==> src/itp_pkg.sv <==
`default_nettype none

package itp_pkg;

  localparam int MAX_VALUES = 256;
  localparam int IDX_W      = $clog2(MAX_VALUES);
  localparam int N_W        = $clog2(MAX_VALUES + 1);
  localparam int SIZE_W     = 9;
  localparam int RANK_W     = 8;
  localparam int VAL_W      = 9;
  localparam int CMP_W      = (N_W > SIZE_W) ? N_W : SIZE_W;

  typedef struct packed {
    logic              valid;
    logic [RANK_W-1:0] rank;
    logic              hit;
    logic [VAL_W-1:0]  value;
    logic              last;
  } token_t;

endpackage

`default_nettype wire

==> src/itp_cell.sv <==
`default_nettype none

module itp_cell (
  input  wire logic                         clk_i,
  input  wire logic                         rst_ni,
  input  wire logic [itp_pkg::IDX_W-1:0]    cell_idx_i,
  input  wire logic [itp_pkg::CMP_W-1:0]    size_i,
  input  wire itp_pkg::token_t              tok_i,
  output      itp_pkg::token_t              tok_o
);

  logic            used_q, used_d;
  itp_pkg::token_t tok_q, tok_d;
  logic            in_range;
  logic            eligible;
  logic            pick;

  assign in_range = itp_pkg::CMP_W'(cell_idx_i) < size_i;
  assign eligible = tok_i.valid && !tok_i.hit && !used_q && in_range;
  assign pick     = eligible && (tok_i.rank == '0);

  always_comb begin
    tok_d = tok_i;
    if (pick) begin
      tok_d.hit   = 1'b1;
      tok_d.value = itp_pkg::VAL_W'({1'b0, cell_idx_i} + 1'b1);
    end else if (eligible) begin
      tok_d.rank = tok_i.rank - 1'b1;
    end
  end

  // the last item of a permutation clears the cell as it passes
  always_comb begin
    used_d = used_q;
    if (tok_i.valid && tok_i.last) begin
      used_d = 1'b0;
    end else if (pick) begin
      used_d = 1'b1;
    end
  end

  always_ff @(posedge clk_i or negedge rst_ni) begin
    if (!rst_ni) begin
      used_q <= 1'b0;
      tok_q  <= '0;
    end else begin
      used_q <= used_d;
      tok_q  <= tok_d;
    end
  end

  assign tok_o = tok_q;

endmodule

`default_nettype wire

==> config.mk <==
export PLATFORM = sky130hd
export DESIGN_NAME = itp_cell
export DESIGN_NICKNAME = d
export VERILOG_FILES = /design/src/itp_pkg.sv /design/src/itp_cell.sv
export SDC_FILE = /design/constraint.sdc
export NUM_CORES = 1
export LEC_CHECK = 0
export ABC_AREA = 1
export BUFFER_PORTS_ARGS = -buffer_cell sky130_fd_sc_hd__buf_2
export CAP_MARGIN = 20
export CORE_MARGIN = 2
export CORE_UTILIZATION = 53
export CTS_BUF_LIST = sky130_fd_sc_hd__clkbuf_4
export CTS_CLUSTER_DIAMETER = 40
export DETAILED_ROUTE_END_ITERATION = 10
export PLACE_DENSITY = 0.85
export SLEW_MARGIN = 5
export SYNTH_ARGS = -nofsm -noshare
export SYNTH_HDL_FRONTEND = slang
export SYNTH_SLANG_ARGS = --single-unit
export TNS_END_PERCENT = 5
==> constraint.sdc <==
create_clock -name clk_i -period 2.75 [get_ports clk_i]
set_input_delay 0.275 -clock clk_i [delete_from_list [all_inputs] [get_ports clk_i]]
set_output_delay 0.275 -clock clk_i [all_outputs]
set_load 0.02 [all_outputs]
# Word level (Yosys, flattened, before mapping)

Cells that the tools add are included.

Flip-flop bits (word level): 21
Bits in latches: 0
RAM bits: 0
Bits in read-only memories: 0
Input bits: 39
Memories: 0

Add/subtract/negate cells: 2
$mul: 0
Div/mod/pow operators: 0
Order comparisons: 1
Equality and inequality tests: 0
Shift-type cells: 0
Muxes and demuxes: 5
Bitwise operators: 0
Reduce and logical (&&, ||, !) cells: 9

Operators by type and width:

| kind                | number |
|---|---|
| $mux 8              | 2 |
| $mux 10             | 1 |
| $add 8x1->9 const B | 1 |
| $lt 8x9->1          | 1 |
| $logic_not 8->1     | 1 |
| $sub 8x1->8 const B | 1 |
| $logic_and 1x1->1   | 5 |
| $logic_not 1->1     | 2 |
| $mux 1              | 2 |
| $reduce_bool 2->1   | 1 |

# Depth between registers and ports, before layout

Gate-level depths: netlist (run 1).

Depth after elaboration: 7
Depth in mapped cells: 12

# Worst setup path after synthesis (run 1)

OpenSTA, ideal clock, no wires.

Kind: input to register
Start: input size_i[6] (netlist bit)
End: register tok_q, in the netlist tok_o[2]
Data arrival time: 1403 ps
Data required time: 2634 ps
Path slack: 1231 ps
Stages: 11
Path buffers: 1
Cells stage by stage: inv_1 ha_1 nand2_1 nand2_1 nand2_1 nand3_2 nor2_4 nand3_4 buf_6 nand2_1 nand2_1

RTL lines:

| element              | line           | source |
|---|---|---|
| from (decl)          | itp_cell.sv:7  | `input wire logic [itp_pkg::CMP_W-1:0] size_i,` |
| to (signal assigned) | itp_cell.sv:48 | `tok_q <= tok_d;` |
| to (decl)            | itp_cell.sv:13 | `itp_pkg::token_t tok_q, tok_d;` |

# Worst setup path after layout (run 1)

Start: input cell_idx_i[4] (netlist bit)
End: register used_q

Longest elaborated chain between the ends: 4

RTL lines:

| element                            | line           | source |
|---|---|---|
| from (decl)                        | itp_cell.sv:6  | `input wire logic [itp_pkg::IDX_W-1:0] cell_idx_i,` |
| $lt 8x9->1                         | itp_cell.sv:18 | `assign in_range = itp_pkg::CMP_W'(cell_idx_i) < size_i;` |
| $logic_and 1x1->1                  | itp_cell.sv:19 | `assign eligible = tok_i.valid && !tok_i.hit && !used_q && in_range;` |
| $logic_and 1x1->1                  | itp_cell.sv:20 | `assign pick = eligible && (tok_i.rank == '0);` |
| $reduce_bool 2->1 (no source line) | n/a            |  |
| to (signal assigned)               | itp_cell.sv:47 | `used_q <= used_d;` |
| to (decl)                          | itp_cell.sv:12 | `logic used_q, used_d;` |

No other way between the ends.
A chain may end at the register's enable or synchronous reset.

==> run metrics, run 1 <==
first-pass GRT wire length 4960 um; critical path's slowest cell nand2_1; top-area cell type share of the netlist area 37.2%; final wirelength 2950 um; layout cells sized above 1 33.8%; Period minus WS final 1.59 ns; pre-CTS WS 0.825 ns; fillers 210; Total Power 0.660 mW; largest net degree at the start of global routing 22; clock-pin slew on the worst setup and hold paths 0.11 ns; Detail Route Antenna Nets 0; Metal-1 WL 1270 um; Post-Syn Nets 227; row cnt 18; drt first pass iters 4; unrepaired setup endpoints after global routing false; sequential-to-total area share from yosys stat 37.2%; top cell family by delay on the critical path simple AND/OR/NAND/NOR gates; port bufs 58; Max Root-Sink Buffers 2; maximum operating frequency 629 MHz; Setup Viol. Count Final 0; Worst-Skew Late Latency 0.30 ns; initial antenna violation count 0; Root Driver clkbuf_4; I/O pin total 59; setup TNS 0 ns; die area 3100 sq um; Vias 1322; leakage power 0.975 nW; highest cell delay on the worst timing path 0.32 ns; worst reg2reg startpoint used_q$_DFFE_PN0P_; Synth area leaders dfrtp_1 37%, nand2_1 14%, ha_1 8.0%, inv_1 7.4%, o21ai_2 5.0%; via-per-instance ratio 4.90; highest metal used met4; total grt overflow 0; final clock period utilization by the worst path 57.8%; met3 WL post-DR 177 um; Post-Syn Instances 179; placed cell count 265; number of max-cap violations 0; Netlist cell types 24; Finished Cell Area 1760 sq um; critical path cell sequence buf_2, ha_1, nand2_1, inv_1, nand2_1, nand2_1, nand2_1, nand3_4, a21boi_0; Hold Violations, Final 0; worst-path fanout max 19; Critical Path AT 1.80 ns; Core Region 2500 sq um; outcome completed; Synthesis Warnings 0; met2 WL 1460 um; Diodes inserted 0; setup ws final 1.16 ns; wire per inst 10.9 um; CP dominant cell by count nand2_1; Die W 55.7 um; Slew Limit Fails 0; flops & latches, synth 21; pwr dens 375 nW/um^2; synthesized area 1410 sq um; clock sink count 21; WP buf/inv 2; Rel. slew slack 70.2%; CP required 2.96 ns; drt drc 0; nature of the critical path endpoint flop; Worst setup SP type input port; DP Area 1720 sq um; area leader, netlist dfrtp_1; fin nets 289; CTS buffer count 3; worst min path class input port to flop; dpl hpwl 2480 um; critical path class input port to flop; VDD IR-drop max 0.000315 V; Final Skew 0.00112 ns; post-route non-filler standard cell count 270; actual slew at the worst max-slew pin 0.447 ns; die height 55.7 um; routability cong. 0.912; Area growth, synth to finish 24.5%; Tot GR Track Use 19.9%; crit path launch cell_idx_i[4]; vias in the first global route 1232; initial core utilization 56.6%; CTS tree built; CTS H-tree lvls 1; initial DRC count 25; hold path startpoint tok_i[0]; Avg Inst Size Synth 7.90 sq um
-- metrics by stage --
step,hold WS [ns],util [%]
after floorplan,-0.0206,-
after global placement,0.239,68.9
after detailed placement,0.250,68.9
after CTS,0.0796,70.4
after global routing,0.0819,70.4
final,0.0880,70.4
-- worst paths after layout --
check	to	slack, ns	cells past startpoint
max reg2reg	used_q$_DFFE_PN0P_	1.23	5
min in group asynchronous	tok_o[6]$_DFF_PN0_	0.44	2
min reg2reg	used_q$_DFFE_PN0P_	0.61	2
max in group asynchronous	tok_o[13]$_DFF_PN0_	2.00	2
min	tok_o[0]$_DFF_PN0_	0.09	1
max	used_q$_DFFE_PN0P_	1.16	9
-- synth_stat cells (all sizes together) --
master	n
ha	9
nand2	52
inv	28
dfrtp	21
buf	2
nor2	16
nand3b	1
a21oi	6
xnor2	2
nand4	7
nor3	4
o21ai	11
a21boi	1
nand3	14
xor2	5
-- cell usage in the layout (no fill, tap or decap), drive strengths merged --
cell         netlist  final
o21ai             11     11
nand3             14     14
a21boi             1      1
dlygate4sd3        0      1
buf                2     58
clkinv             0      1
ha                 9      9
xor2               5      5
a21oi              6      6
nand3b             1      1
nand2             52     52
nand4              7      7
nor3               4      4
inv               28     28
dfrtp             21     21
clkbuf             0      3
nor2              16     16
xnor2              2      2
-- flip-flops by register name, summed over array words and instances (netlist names) --
signal  count
tok_o      20
used_q      1
-- repair_timing --
| action | 4_1_cts | 5_1_grt |
|---|---|---|
| hold buffers | 1 | 0 |
| setup buffers | 0 | 0 |
| resized for setup | 0 | 0 |
| hold endpoints to repair | 21 | 0 |
-- cell families (layout without fill, tap and decap cells) --
family,count (synthesis),in the layout,share of synthesized area (%)
buf+inv,30,91,8.76
flops,21,21,37.2
compound gates,18,18,8.67
fa+ha+maj,9,9,7.96
xor+xnor,7,7,4.34
simple gates,94,94,33.1
-- where the power goes --
group	leakage (nW)	internal [mW]	total, mW	switching [mW]
Sequential	0.248	0.328	0.332	0.00451
Combinational	0.709	0.0706	0.185	0.114
Clock	0.0177	0.0542	0.143	0.0892
-- final cells by class --
| class | instances | area [sq um] | area share, % |
|---|---|---|---|
| Multi-Input combinational cell | 128 | 764 | 43.4 |
| Sequential cell | 21 | 526 | 29.9 |
| Timing Repair Buffer | 59 | 300 | 17.1 |
| Inverter | 28 | 105 | 5.97 |
| Tap cell | 30 | 37.5 | 2.13 |
| Clock buffer | 3 | 22.5 | 1.28 |
| Clock inverter | 1 | 5.00 | 0.284 |
-- routing by layer --
metal	GRT usage, %	vias to the layer above
met3	1.63	4
met4	8.36	0
met1	23.9	571
li1	-	697
met5	0	-
met2	36.2	50
Power figures use the tool's default switching activity.
==> run 2: changes to the inputs <==
--- a/config.mk
+++ b/config.mk
@@ -5,15 +5,15 @@
 export SDC_FILE = /design/constraint.sdc
 export NUM_CORES = 1
 export LEC_CHECK = 0
-export ABC_AREA = 1
+export ABC_AREA = 0
 export BUFFER_PORTS_ARGS = -buffer_cell sky130_fd_sc_hd__buf_2
 export CAP_MARGIN = 20
 export CORE_MARGIN = 2
-export CORE_UTILIZATION = 53
+export CORE_UTILIZATION = 48
 export CTS_BUF_LIST = sky130_fd_sc_hd__clkbuf_4
 export CTS_CLUSTER_DIAMETER = 40
 export DETAILED_ROUTE_END_ITERATION = 10
-export PLACE_DENSITY = 0.85
+export PLACE_DENSITY = 0.8
 export SLEW_MARGIN = 5
 export SYNTH_ARGS = -nofsm -noshare
 export SYNTH_HDL_FRONTEND = slang
==> constraint.sdc (replaced) <==
create_clock -name clk_i -period 1.54 [get_ports clk_i]
set_input_delay 0.154 -clock clk_i [delete_from_list [all_inputs] [get_ports clk_i]]
set_output_delay 0.154 -clock clk_i [all_outputs]
set_load 0.02 [all_outputs]
==> run 2 against run 1 <==
The run now ends with negative setup slack left; count of clock-buffer cells in the layout stayed put; worst setup slack worse by 1.3 ns; core utilization is 4.0 points higher; critical path depth is 3 lower; final cell count is 17% lower; routed wire length is 3.4% higher; design area is 4.7% higher; sequential share of layout area is 1.3 points lower.
==> run metrics, run 2 <==
Worst-Skew Late Latency 0.30 ns (about the same); most common cell in the synthesized netlist dfrtp_1; Post-Syn Nets 157 (-31%); CTS buffer count 3 (unchanged); met2 usage 41.1% (+4.8 points); Period minus WS final 1.68 ns; vias in the first global route 1143 (-7.2%); synthesized area 1250 sq um (-11%); worst-path fanout max 5 (-14); CP required 1.75 ns (-1.21 ns); dpl hpwl 2550 um (+2.7%); Die W 55.1 um (-1.0%); maximum operating frequency 597 MHz; placed cell count 215 (-19%); Root Driver clkbuf_4; Synth area leaders dfrtp_1 42%, ha_1 9.0%, mux2_4 7.2%, xnor2_1 5.6%, inv_1 3.9%; Hold Violations, Final 0 (unchanged); register area 526 sq um (unchanged); top-area cell type share of the netlist area 42.0% (+4.8 points); total grt overflow 0 (unchanged); nature of the critical path endpoint flop; VDD IR-drop max 0.000540 V (+71%); Vias 1143 (-14%); initial DRC count 14 (-44%); largest net degree at the start of global routing 22 (unchanged); violated checks negative setup slack; Detail Route Antenna Nets 0 (unchanged); die height 55.1 um (-1.0%); worst hold path depth 2 (+1); initial core utilization 50.6% (-6.0 points); die area 3030 sq um (-2.0%); first-pass GRT wire length 4710 um (-5.2%); Max Root-Sink Buffers 2 (unchanged); async set-or-reset flop fraction in the synthesized netlist 100% (unchanged); Synthesis Warnings 0 (unchanged); outcome finished, violations left; clock-pin slew on the worst setup and hold paths 0.10 ns (about the same); clock sink count 21 (unchanged); setup ws final -0.135 ns (-1.30 ns); setup TNS -1.24 ns (-1.24 ns); Area growth, synth to finish 47.2%; Critical Path AT 1.89 ns (+0.09 ns); Final Skew 0.00564 ns (+0.00452 ns); Finished Cell Area 1840 sq um (+4.7%); layout cells sized above 1 54.9% (+21 points); DP Area 1730 sq um (+0.22%); Worst setup SP type flop; I/O pin total 59 (unchanged); Slew Limit Fails 0 (unchanged); commonest non-fill, non-tap cell in the layout buf_2; wire per inst 13.7 um (+25%); actual slew at the worst max-slew pin 0.443 ns (-0.00456 ns); row cnt 18 (unchanged); Tot GR Track Use 22.3% (+2.4 points); number of max-cap violations 0 (unchanged); leakage power 0.952 nW (-2.4%); Synth Flop Type dfrtp_1; Avg Inst Size Synth 11.5 sq um (+45%); worst min path class input port to flop; Synth top cells by count 21 x dfrtp_1, 13 x inv_1, 9 x ha_1; CTS H-tree lvls 1 (unchanged); sequential-to-total area share from yosys stat 42.0% (+4.8 points); Rel. slew slack 70.5% (+0.30 points); port bufs 58 (unchanged); drt first pass iters 4 (unchanged); Core Region 2480 sq um (-0.90%); post-route non-filler standard cell count 223 (-17%); Hold Slack 0.0614 ns (-0.0266 ns); Setup Viol. Count Final 13 (+13); final wirelength 3050 um (+3.4%); routability cong. 0.752 (-18%); unrepaired setup endpoints after global routing true; flops & latches, synth 21 (unchanged); met1 Usage GRT 22.3% (-1.6 points); drt drc 0 (unchanged); final clock period utilization by the worst path 109%; register-to-register setup slack -0.14 ns (-1.37 ns); area leader, netlist dfrtp_1; cells on worst reg2reg path 6 (+1); Post-Syn Instances 109 (-39%); setup repair bufs after CTS 0 (unchanged); max reg flops 20 (unchanged); critical path class flop to flop; EDFF count, synth 0 (unchanged); pwr dens 642 nW/um^2 (+71%); commonest cells after routing, fill and taps aside 58 x buf_2, 21 x dfrtp_1, 17 x buf_4; via-per-instance ratio 5.13 (+4.7%); GR peak layer met2; Netlist cell types 27 (+13%); multi-input combinational cell area 731 sq um (-4.4%); fillers 177 (-16%); fin nets 242 (-16%); Diodes inserted 0 (unchanged); CTS tree built; initial antenna violation count 0 (unchanged); M3 GR Usage 4.03% (+2.4 points)
run 2: worst max-delay path, cell delays in order (launching register included):
cell and delay, ns:
dfrtp_1 0.41, nor3b_2 0.23, o31ai_2 0.13, a31oi_4 0.23, nand4_4 0.20, buf_6 0.19
mux2i_2 0.20
run 2: metrics by stage:
stage	power, mW	setup slack, ns	util, %
after CTS	1.18	-0.157	73.2
after detailed placement	0.925	-0.277	69.7
final	1.18	-0.135	74.4
after global routing	1.25	-0.245	74.4
after floorplan	0.755	-0.140	-
after global placement	0.906	-0.210	69.7
run 2: report_power, final:
group	switching [mW]	leakage, nW	internal [mW]
clock network	0.157	0.0177	0.0968
registers	0.00719	0.247	0.582
logic	0.181	0.687	0.161
total	0.344	0.952	0.840
run 2: per-layer routing:
layer	routed length (um)	vias up	share of wire (%)
met1	1190	532	39
met2	1600	49	52
met4	90	0	3.0
li1	-	551	-
met5	0	-	0
met3	172	11	5.6
run 2: final timing paths:
check	end	from
worst max-delay path	tok_o[1]$_DFF_PN0_	used_q$_DFFE_PN0P_
worst min-delay path	used_q$_DFFE_PN0P_	tok_i[19]
worst max register to register	tok_o[1]$_DFF_PN0_	used_q$_DFFE_PN0P_
worst min register to register	used_q$_DFFE_PN0P_	used_q$_DFFE_PN0P_
max in group asynchronous	tok_o[5]$_DFF_PN0_	rst_ni
min in group asynchronous	tok_o[17]$_DFF_PN0_	rst_ni
run 2: layout make-up:
cell class | count | area share, %
Timing Repair Buffer | 80 | 25.5
Clock buffer | 3 | 1.22
Tap cell | 30 | 2.04
Clock inverter | 1 | 0.272
Multi-Input combinational cell | 75 | 39.6
Sequential cell | 21 | 28.5
Inverter | 13 | 2.78
run 2: cells by family (layout without fill, tap and decap cells):
group,count (synthesis),count (layout),share of synthesized area (%)
multiplexers,12,12,12.3
adder cells (fa/ha/maj),9,9,8.99
AND/OR/NAND/NOR,35,36,17.5
buffers and inverters,14,97,4.80
AO/OA/AOI/OAI,7,7,6.79
XOR/XNOR,11,11,7.69
flip-flops,21,21,42.0
run 2: timing repair:
action,in CTS,in global routing
hold endpoints to repair,23,0
pin swaps,0,3
endpoints found under the setup margin,16,19
cloned,1,0
hold buffers,3,0
gates resized for setup,4,5
==> run 3: changes to the inputs <==
--- a/config.mk
+++ b/config.mk
@@ -8,12 +8,12 @@
 export ABC_AREA = 0
 export BUFFER_PORTS_ARGS = -buffer_cell sky130_fd_sc_hd__buf_2
 export CAP_MARGIN = 20
-export CORE_MARGIN = 2
+export CORE_MARGIN = 4
 export CORE_UTILIZATION = 48
 export CTS_BUF_LIST = sky130_fd_sc_hd__clkbuf_4
 export CTS_CLUSTER_DIAMETER = 40
 export DETAILED_ROUTE_END_ITERATION = 10
-export PLACE_DENSITY = 0.8
+export PLACE_DENSITY_LB_ADDON = 0.25
 export SLEW_MARGIN = 5
 export SYNTH_ARGS = -nofsm -noshare
 export SYNTH_HDL_FRONTEND = slang
==> run 3 against run 2 <==
The run still ends with negative setup slack left; flip-flop and latch count unchanged; final cell count grew 0.45%; clock power grew 8.7%; clock skew about the same; register-to-register slack about the same; first-iteration DRC count decreased by 50%; maximum frequency shrank 0.79%; largest power group unchanged.
==> run metrics, run 3 (synthesized netlist as in run 2, its figures left out) <==
outcome finished, violations left; violated checks negative setup slack; Rel. slew slack 69.6% (-0.91 points); nature of the critical path endpoint flop; die area 3490 sq um (+15%); clock-pin slew on the worst setup and hold paths 0.12 ns (+0.02 ns); Worst setup SP type flop; Seq pwr share 49.4% (-0.3 points); clock sink count 21 (unchanged); CTS H-tree lvls 1 (unchanged); initial antenna violation count 0 (unchanged); internal power 0.838 mW (-0.17%); wire per inst 12.9 um (-5.6%); Core Region 2480 sq um (unchanged); highest cell delay on the worst timing path 0.41 ns (about the same); CTS tree built; final wirelength 2890 um (-5.2%); Vias 1122 (-1.8%); port bufs 58 (unchanged); Diodes inserted 0 (unchanged); largest net degree at the start of global routing 22 (unchanged); CTS buffer count 3 (unchanged); initial core utilization 50.6% (unchanged); final clock period utilization by the worst path 110% (+0.87 points); Die W 59.1 um (+7.3%); Max Root-Sink Buffers 2 (unchanged); Psw 0.354 mW (+2.8%); Tot GR Track Use 18.6% (-3.7 points); unrepaired setup endpoints after global routing true; CP required 1.75 ns (about the same); Setup crit end tok_o[2]$_DFF_PN0_; critical path cell sequence nor3b_2, o31ai_2, a31oi_4, nand4_2, mux2_2; commonest cells after routing, fill and taps aside 58 x buf_2, 21 x dfrtp_1, 19 x buf_4; Worst path depth 5 (-1); top cell family by delay on the critical path simple AND/OR/NAND/NOR gates; Sw Ratio 29.7% (+0.61 points); setup repair bufs after CTS 0 (unchanged); Clk pwr share 23.0% (+1.6 points); Period minus WS final 1.69 ns (+0.0134 ns); Final Skew 0.00552 ns (-0.000118 ns); WP buf/inv 0 (-1); Comb power frac 27.6% (-1.3 points); routability cong. 0.785 (+4.4%); die height 59.1 um (+7.3%); fin nets 243 (+0.41%); layout cells sized above 1 53.1% (-1.8 points); Detail Route Antenna Nets 0 (unchanged); number of max-cap violations 0 (unchanged); Hold Violations, Final 0 (unchanged); commonest non-fill, non-tap cell in the layout buf_2; VDD IR-drop max 0.000620 V (+15%); pwr dens 657 nW/um^2 (+2.2%); cells on worst reg2reg path 5 (-1); Setup Viol. Count Final 19 (+6); worst reg2reg endpoint tok_o[2]$_DFF_PN0_; critical path's slowest cell dfrtp_1; Slew Limit Fails 0 (unchanged); drt first pass iters 4 (unchanged); first-pass GRT wire length 4860 um (+3.2%); crit path launch used_q$_DFFE_PN0P_; row cnt 18 (unchanged); Area growth, synth to finish 45.0%; I/O pin total 59 (unchanged); worst reg2reg startpoint used_q$_DFFE_PN0P_; critical path class flop to flop; actual slew at the worst max-slew pin 0.456 ns (+0.0136 ns); dpl hpwl 2370 um (-7.1%); Hold Slack 0.0447 ns (-0.0167 ns); worst-path fanout max 4 (-1); setup ws final -0.149 ns (-0.0134 ns); Worst-Skew Late Latency 0.31 ns (about the same); max reg flops 20 (unchanged); hold path startpoint tok_i[19]; leakage power 0.950 nW (-0.21%); register-to-register setup slack -0.15 ns (about the same); Root Driver clkbuf_4; worst min path class input port to flop; drt drc 0 (unchanged); initial DRC count 7 (-7); vias in the first global route 1111 (-2.8%); total grt overflow 0 (unchanged); maximum operating frequency 592 MHz (-0.79%); via-per-instance ratio 5.01 (-2.3%); pre-CTS WS -0.252 ns (+0.0253 ns); Critical Path AT 1.89 ns (about the same)
run 3: changes by cell type in the layout (fill, tap and decap cells not counted), sizes merged:
cell      change
clkinv        -1
buf           +1
clkinvlp      +1
run 3: power groups by stage:
stage	registers (mW)	logic [mW]	clock network, mW
final	0.588	0.329	0.275
after global routing	0.592	0.363	0.301
after CTS	0.589	0.331	0.284
after detailed placement	0.600	0.322	0
after global placement	0.599	0.310	0
after floorplan	0.643	0.112	0
run 3: cell type report:
type,count,area (sq um)
Fill cell,189,662
Sequential cell,21,526
Clock inverter,1,7.51
Timing Repair Buffer,81,474
Inverter,13,51.3
Tap cell,30,37.5
Clock buffer,3,22.5
Multi-Input combinational cell,75,697
run 3: worst register-to-register path, stage by stage, from the launching register on:
cell and delay [ns]:
dfrtp_1 0.41, nor3b_2 0.26, o31ai_2 0.13, a31oi_4 0.23, nand4_2 0.21, mux2_2 0.33
run 3: what timing repair did:
item	4_1_cts	5_1_grt
hold buffers	3	0
setup endpoints to repair	15	19
gates cloned	1	0
pin swaps	0	2
endpoints found under the hold margin	23	0
gates resized for setup	0	2
run 3: per-stage QoR:
step | instances | power, mW | setup TNS (ns) | utilization (%) | cell area (sq um)
final | 224 | 1.19 | -1.82 | 73.3 | 1820
after global routing | 224 | 1.26 | -3.25 | 73.3 | 1820
after CTS | 224 | 1.20 | -1.71 | 72.9 | 1810
after detailed placement | 216 | 0.922 | -3.79 | 70.0 | 1730
after global placement | 216 | 0.908 | -3.00 | 70.0 | 1730
after floorplan | 109 | 0.755 | -0.842 | - | 1270
run 3: worst min-delay path by stage:
stage	to	slack [ns]	cells past startpoint
2_1_floorplan	tok_o[0]$_DFF_PN0_	-0.14	0
3_3_place_gp	tok_o[0]$_DFF_PN0_	0.12	1
3_5_place_dp	tok_o[19]$_DFF_PN0_	0.13	1
4_1_cts	used_q$_DFFE_PN0P_	0.04	2
5_1_grt	used_q$_DFFE_PN0P_	0.03	2
6_report	used_q$_DFFE_PN0P_	0.04	2
run 3: per-layer routing:
metal	track usage [%]	vias to the layer above	share of wire, %
li1	-	552	-
met1	21.5	513	38
met2	31.9	49	50
met3	2.83	8	7.5
met4	12.0	0	3.5
met5	0	-	0
